File: config.mk
export PLATFORM = sky130hd
export DESIGN_NAME = sact_front
export DESIGN_NICKNAME = d
export VERILOG_FILES = /design/src/design/sact_pkg.sv /design/src/design/sact_front.sv
export SDC_FILE = /design/constraint.sdc
export NUM_CORES = 1
export LEC_CHECK = 0
export ABC_AREA = 0
export ABC_CLOCK_PERIOD_IN_PS = 2450
export BUFFER_PORTS_ARGS = -buffer_cell sky130_fd_sc_hd__buf_2
export CORE_MARGIN = 2
export CORE_UTILIZATION = 40
export CTS_CLUSTER_DIAMETER = 60
export DETAILED_ROUTE_END_ITERATION = 16
export PLACE_DENSITY_LB_ADDON = 0.3
export SETUP_SLACK_MARGIN = 0.3
export SLEW_MARGIN = 30
export SYNTH_ARGS = -nofsm -noshare
export SYNTH_HDL_FRONTEND = slang
export SYNTH_SLANG_ARGS = --single-unit
File: constraint.sdc
create_clock -name clk -period 2.45 [get_ports clk]
set_input_delay 0.1225 -clock clk [delete_from_list [all_inputs] [get_ports clk]]
set_output_delay 0.1225 -clock clk [all_outputs]
set_load 0.1 [all_outputs]
File: src/design/sact_pkg.sv
// ----------------------------------------------------------------------------
// sact_pkg
// Shared types and constants for the cache tag model.
// ----------------------------------------------------------------------------
`timescale 1ns / 1ps
package sact_pkg;
    localparam int DEF_MAX_SETS = 1024;
    localparam int DEF_MAX_WAYS = 8;

    localparam logic [1:0] REG_OFFSET = 2'd0;
    localparam logic [1:0] REG_INDEX  = 2'd1;
    localparam logic [1:0] REG_WAYS   = 2'd2;
    localparam logic [1:0] REG_POLICY = 2'd3;

    localparam logic POL_LRU   = 1'b0;
    localparam logic POL_FIXED = 1'b1;

    typedef struct packed {
        logic        is_write;
        logic [31:0] address;
    } sact_in_t;

    typedef struct packed {
        logic        hit;
        logic [31:0] read_accesses;
        logic [31:0] read_misses;
        logic [31:0] write_accesses;
        logic [31:0] write_misses;
    } sact_out_t;

    typedef enum logic [1:0] {
        ST_CLEAR,
        ST_IDLE,
        ST_READ,
        ST_WRITE
    } sact_state_t;
endpackage

File: src/design/sact_front.sv
// ----------------------------------------------------------------------------
// sact_front
// Splits each address into set and tag and queues the word for the back end.
// ----------------------------------------------------------------------------
`timescale 1ns / 1ps
module sact_front import sact_pkg::*; #(
    parameter int MAX_SETS = DEF_MAX_SETS,
    localparam int SW = (MAX_SETS > 1) ? $clog2(MAX_SETS) : 1
) (
    input  logic            clk,
    input  logic            rst_n,
    input  logic            push,
    output logic            full,
    input  sact_in_t        in_word,
    input  logic [3:0]      offset_bits,
    input  logic [3:0]      index_bits,
    output logic            q_valid,
    input  logic            q_take,
    output logic            q_write,
    output logic [SW-1:0]   q_set,
    output logic [31:0]     q_tag
);
    logic [31:0] above, imask, idx, tag;
    logic [1:0]  cnt_reg, cnt_next;
    logic        rd_reg, rd_next, wr_reg, wr_next;
    logic        e_write [2];
    logic [SW-1:0] e_set [2];
    logic [31:0] e_tag [2];
    logic        do_push, do_pop;

    // address split (each shift count at most 15)
    always_comb
    begin
        above = in_word.address >> offset_bits;
        imask = ~(32'hFFFF_FFFF << index_bits);
        idx   = above & imask;
        tag   = above >> index_bits;
    end

    // two-entry queue
    assign do_push = push && !full;
    assign do_pop  = q_take && q_valid;
    assign full    = (cnt_reg == 2'd2);
    assign q_valid = (cnt_reg != 2'd0);
    assign q_write = e_write[rd_reg];
    assign q_set   = e_set[rd_reg];
    assign q_tag   = e_tag[rd_reg];

    always_comb
    begin
        cnt_next = cnt_reg + 2'(do_push) - 2'(do_pop);
        rd_next  = rd_reg ^ do_pop;
        wr_next  = wr_reg ^ do_push;
    end

    always_ff @(posedge clk or negedge rst_n)
    begin
        if (!rst_n)
        begin
            cnt_reg <= '0;
            rd_reg  <= 1'b0;
            wr_reg  <= 1'b0;
        end
        else
        begin
            cnt_reg <= cnt_next;
            rd_reg  <= rd_next;
            wr_reg  <= wr_next;
        end
    end

    always_ff @(posedge clk)
    begin
        if (do_push)
        begin
            e_write[wr_reg] <= in_word.is_write;
            e_set[wr_reg]   <= idx[SW-1:0];
            e_tag[wr_reg]   <= tag;
        end
    end
endmodule

Word-level counts from Yosys, hierarchy flattened
Memory sizes are Yosys's and may differ from the RTL's.
Cells that the tools add are included.
{"block": "word_totals", "register_bits": 4, "latch_bits": 0, "ram_bits": 86, "rom_bits": 0, "elab_cells": 22, "n_memories": 3}
{"block": "op_classes", "n_addsub": 2, "n_mul": 0, "div": 0, "n_lt_le_gt_ge": 0, "n_eq_ne": 1, "shift": 3, "n_mux": 2, "bitwise_logic": 4, "n_reduce_logical": 4}
{"name": "e_tag", "words": 2, "width": 32, "read_ports": 1, "rd_ports_with_merged_regs": 0, "wr": 1, "line_no": "sact_front.sv:28", "source": "logic [31:0] e_tag [2];"}
{"name": "e_set", "words": 2, "width": 10, "read_ports": 1, "rd_ports_with_merged_regs": 0, "wr": 1, "line_no": "sact_front.sv:27", "source": "logic [SW-1:0] e_set [2];"}
{"name": "e_write", "words": 2, "width": 1, "read_ports": 1, "rd_ports_with_merged_regs": 0, "wr": 1, "line_no": "sact_front.sv:26", "source": "logic e_write [2];"}
{"op": "right shift 32 x 4 -> 32 bit", "count": 2}
{"op": "<< shifter 32 x 4 -> 10 bit, first input constant", "count": 1}
{"op": "AND 10 bit", "count": 1}
{"op": "NOT 10 bit", "count": 1}
{"op": "adder 2 x 1 -> 2 bit", "count": 1}
{"op": "equality test 2 bit, second input constant", "count": 1}
{"op": "logical AND 1 bit", "count": 2}
{"op": "two-way mux 1 bit", "count": 2}
{"op": "nonzero test 2 bit", "count": 1}
{"op": "subtractor 2 x 1 -> 2 bit", "count": 1}
{"op": "bitwise XOR 1 bit", "count": 2}
{"op": "logical NOT 1 bit", "count": 1}

Logic depth before layout (Yosys ltp)
{"block": "depth", "depth_word": 5, "ltp_mapped": 10, "depth_no_buf": 7}

Least setup slack after synthesis
Ideal clock, no wire load.
{"block": "synth_path", "kind": "input -> register", "from": "in offset_bits[0]", "to": "mem e_tag[0][6] (data pin)", "setup_time_ps": 262, "arrival_ps": 2247, "required_time_ps": 2188, "setup_slack_ps": -59, "path_stages": 8, "path_buffers": 2, "cell_sequence": "buf_6 -> buf_12 -> mux4_2 -> mux4_2 -> nand2_1 -> o21ai_2 -> mux4_2 -> mux2_4"}
{"block": "synth_via", "elab_chain_len": 2}
{"item": "start: declaration", "line_no": "sact_front.sv:15", "source": "input logic [3:0] offset_bits,"}
{"item": "right shift 32 x 4 -> 32 bit", "line_no": "sact_front.sv:34", "source": "above = in_word.address >> offset_bits;"}
{"item": "right shift 32 x 4 -> 32 bit", "line_no": "sact_front.sv:37", "source": "tag = above >> index_bits;"}
{"item": "via tag[6]", "line_no": "sact_front.sv:23", "source": "logic [31:0] above, imask, idx, tag;"}
{"item": "end: declaration", "line_no": "sact_front.sv:28"}
The timed path passes the listed nets, and every way through them passes these cells.

Worst setup path in the final report
{"block": "layout_path", "from": "in offset_bits[0]", "to": "mem e_tag[1][16] (data pin)"}
Same word-level chain as after synthesis.

==> reports/metrics.csv <==
stage,metric,value,unit
power_and_ir_drop,Worst VDD drop,0.000789,V
floorplanning,die width,132,um
worst_setup_path,Crit. End Element,register,
synthesis,Syn Nets,609,
worst_setup_path,critical path class,in -> reg,
global_routing,first-pass GRT wire length,29000,um
synthesis,sequential element share of the synthesized area,40.8,%
power_and_ir_drop,Pwr Density,1010,nW/um^2
drt,routed vias/inst,5.82,
synthesis,synth unique cells,66,
floorplanning,Ports,90,
floorplanning,die height,132,um
layout,Final #Nets,779,
worst_setup_path,Worst Path Arrival,2.31,ns
drt,Post-route DRC,0,
drt,Iteration-0 DRC Markers,411,
job,max cap viols,0,
synthesis,Mapped Area,6580,sq um
power_and_ir_drop,Pleak,3.42,nW
layout,most frequent cells in the layout,"98 x buf_4, 88 x buf_2, 86 x edfxtp_1",
synthesis,Gate Count Post-Synth,560,
sta,"Slew Viols, Final",0,
clock_network,CTS sink count,90,
worst_setup_path,slowest cell on the critical path,mux4_2,
worst_setup_path,Reg2Reg Setup Slack,0.65,ns
worst_setup_path,CP bufs+invs,3,
place,post-DP HPWL,13800,um
sta,RSZ-0062 raised after global routing,true,
clock_network,H-tree levels,3,
sta,Peak Freq,441,MHz
floorplanning,placement row count,46,
layout,max reg flops,64,
sta,"Hold Vio Cnt, Final",0,
worst_setup_path,Worst EP required,2.50,ns
clock_network,CTS max path bufs,2,
run_status,outcome,"complete, no violations",
drt,total wire length,18400,um
layout,"commonest non-fill, non-tap cell in the layout",buf_4,
worst_setup_path,most frequent CP cell,buf_12,
floorplanning,die area,17500,sq um
place,Setup WS pre-CTS,-0.300,ns
sta,final worst slack,0.184,ns
worst_setup_path,worst stage delay on the critical path,0.53,ns
drt,Final ANT Viol Nets,0,
worst_setup_path,"CP delay by family, top",multiplexers,
synthesis,Post-synth EDFFs,86,
clock_network,Inserted Clock Buffers,9,
synthesis,Synth async-reset ratio,4.44,%
sta,Final period util,92.5,%
worst_setup_path,crit path max fanout,6,
global_routing,largest net degree at the start of global routing,32,
sta,Worst Skew,0.00806,ns
synthesis,synth warn,0,
worst_setup_path,crit-path cells,buf_12 -> buf_12 -> mux4_2 -> nand2_1 -> nand4_1 -> buf_4 -> a211o_1 -> a221o_1 -> mux2i_2 -> mux2i_1,
floorplanning,core area,16000,sq um
place,RD Place Congestion,0.875,
global_routing,remaining global-route overflow,0,
sta,min Tclk post-route,2.27,ns
sta,Final Setup Violations,0,
place,Area after DPL,8110,sq um
place,I/O Buffers,89,
worst_setup_path,Setup crit start kind,primary input,
synthesis,"FF+latch count, synth",90,
layout,Regs by FF count,"e_tag: 64 flops, e_set: 20 flops",
clock_network,Worst-path clk slew,0.06,ns
sta,Slew headroom,56.1,%
sta,Tightest Pin Transition,0.655,ns
drt,drt wl/cell,19.3,um
synthesis,Post-Syn Area per Cell,11.7,sq um
layout,final instance area,8780,sq um
drt,via count,5534,
synthesis,Most used DFF post-synth,edfxtp_1,
floorplanning,Initial Util,41.1,%
layout,Top reg by flops,e_tag,
clock_network,clk_lat worst skew,0.33,ns
drt,drt pass-1 iters,6,
layout,ANT cells,0,
min_path,HP Class,in -> reg,
layout,area grow syn2layout,33.5,%
global_routing,vias in the first global route,5530,
global_routing,GRT Util Overall,20.5,%
layout,fraction of layout cells with a size suffix above 1,52.0,%
global_routing,antenna violations before repair,0,
clock_network,TritonCTS clock tree,done,
clock_network,Clock Tree Root,clkbuf_16,
==> logic make-up after synthesis <==
kind of cell	Yosys count	synth area share (%)
AOI/OAI and AO/OA	118	13.0
muxes	146	30.5
xor gates and xnor gates	3	0.400
buffers and inverters	59	4.64
and+or+nand+nor	140	9.91
DFF	90	40.8
adders and majority gates	4	0.761
==> power breakdown <==
group / internal [W] / switching, W / leakage [nW]
Sequential: 0.00217 / 0.000158 / 0.859
Clock: 0.000848 / 0.000535 / 0.143
Combinational: 0.00138 / 0.00380 / 2.42
Total: 0.00440 / 0.00450 / 3.42
==> cell type report <==
| cell class | count | area [sq um] |
|---|---|---|
| fill | 1426 | 7220 |
| sequential | 90 | 2690 |
| timing repair buffer | 205 | 1510 |
| inverter | 13 | 48.8 |
| tap | 216 | 270 |
| multi-input combinational | 411 | 3960 |
| clock buffer | 14 | 264 |
| clock inverter | 2 | 37.5 |
==> stage by stage <==
stage               TNS (ns)  power (W)  hold slack [ns]  instances  utilization (%)
floorplan            -0.0413    0.00638           -0.173        560                -
global placement       -7.69    0.00734          -0.0685        925             50.7
detailed placement     -9.80    0.00743          -0.0676        925             50.7
CTS                        0    0.00887            0.106        944             53.4
global route               0    0.00922            0.121        951             54.9
finish                     0    0.00890            0.118        951             54.9
==> routing by layer <==
metal | GRT usage (%) | wire length (um) | up-vias
met3 | 2.73 | 1060 | 24
li1 | - | - | 2553
met1 | 27.8 | 8060 | 2723
met5 | 0 | 0 | -
met2 | 34.6 | 8990 | 234
met4 | 5.68 | 267 | 0
==> Yosys cell counts, drive strengths merged (8+ instances only) <==
cell type  instances  area [sq um]
inv               10          37.5
o22ai             17           125
a21oi             17          85.1
o21ai             22           114
nand2             35           131
mux4              34           785
or3                8          50.1
mux2i             42           433
clkbuf            18          67.6
mux2              70           792
buf               28           189
nor2              45           169
edfxtp            86          2580
nor3              17          85.1
==> final timing paths <==
path,start,end,depth (start not counted)
setup / recovery,offset_bits[0],e_tag[1][16]$_DFFE_PP_,10
hold / removal,q_take,rd_reg$_DFF_PN0_,3
setup reg to reg,cnt_reg[1]$_DFF_PN0_,cnt_reg[1]$_DFF_PN0_,7
hold reg to reg,cnt_reg[1]$_DFF_PN0_,cnt_reg[1]$_DFF_PN0_,1
max in group asynchronous,rst_n,rd_reg$_DFF_PN0_,2
min in group asynchronous,rst_n,rd_reg$_DFF_PN0_,2
==> worst min-delay path, stage by stage <==
cell    delay [ns]
buf_2         0.07
and2_1        0.14
xor2_1        0.07
==> timing repair <==
action | in CTS | in global routing
setup endpoints to repair | 50 | 65
resized for setup | 30 | 38
pin swaps | 7 | 7
gates cloned | 0 | 0
endpoints found under the hold margin | 6 | 0
hold buffers | 2 | 0
buffers inserted | 1 | 7
Note: power is estimated with default switching activity, not from simulation.
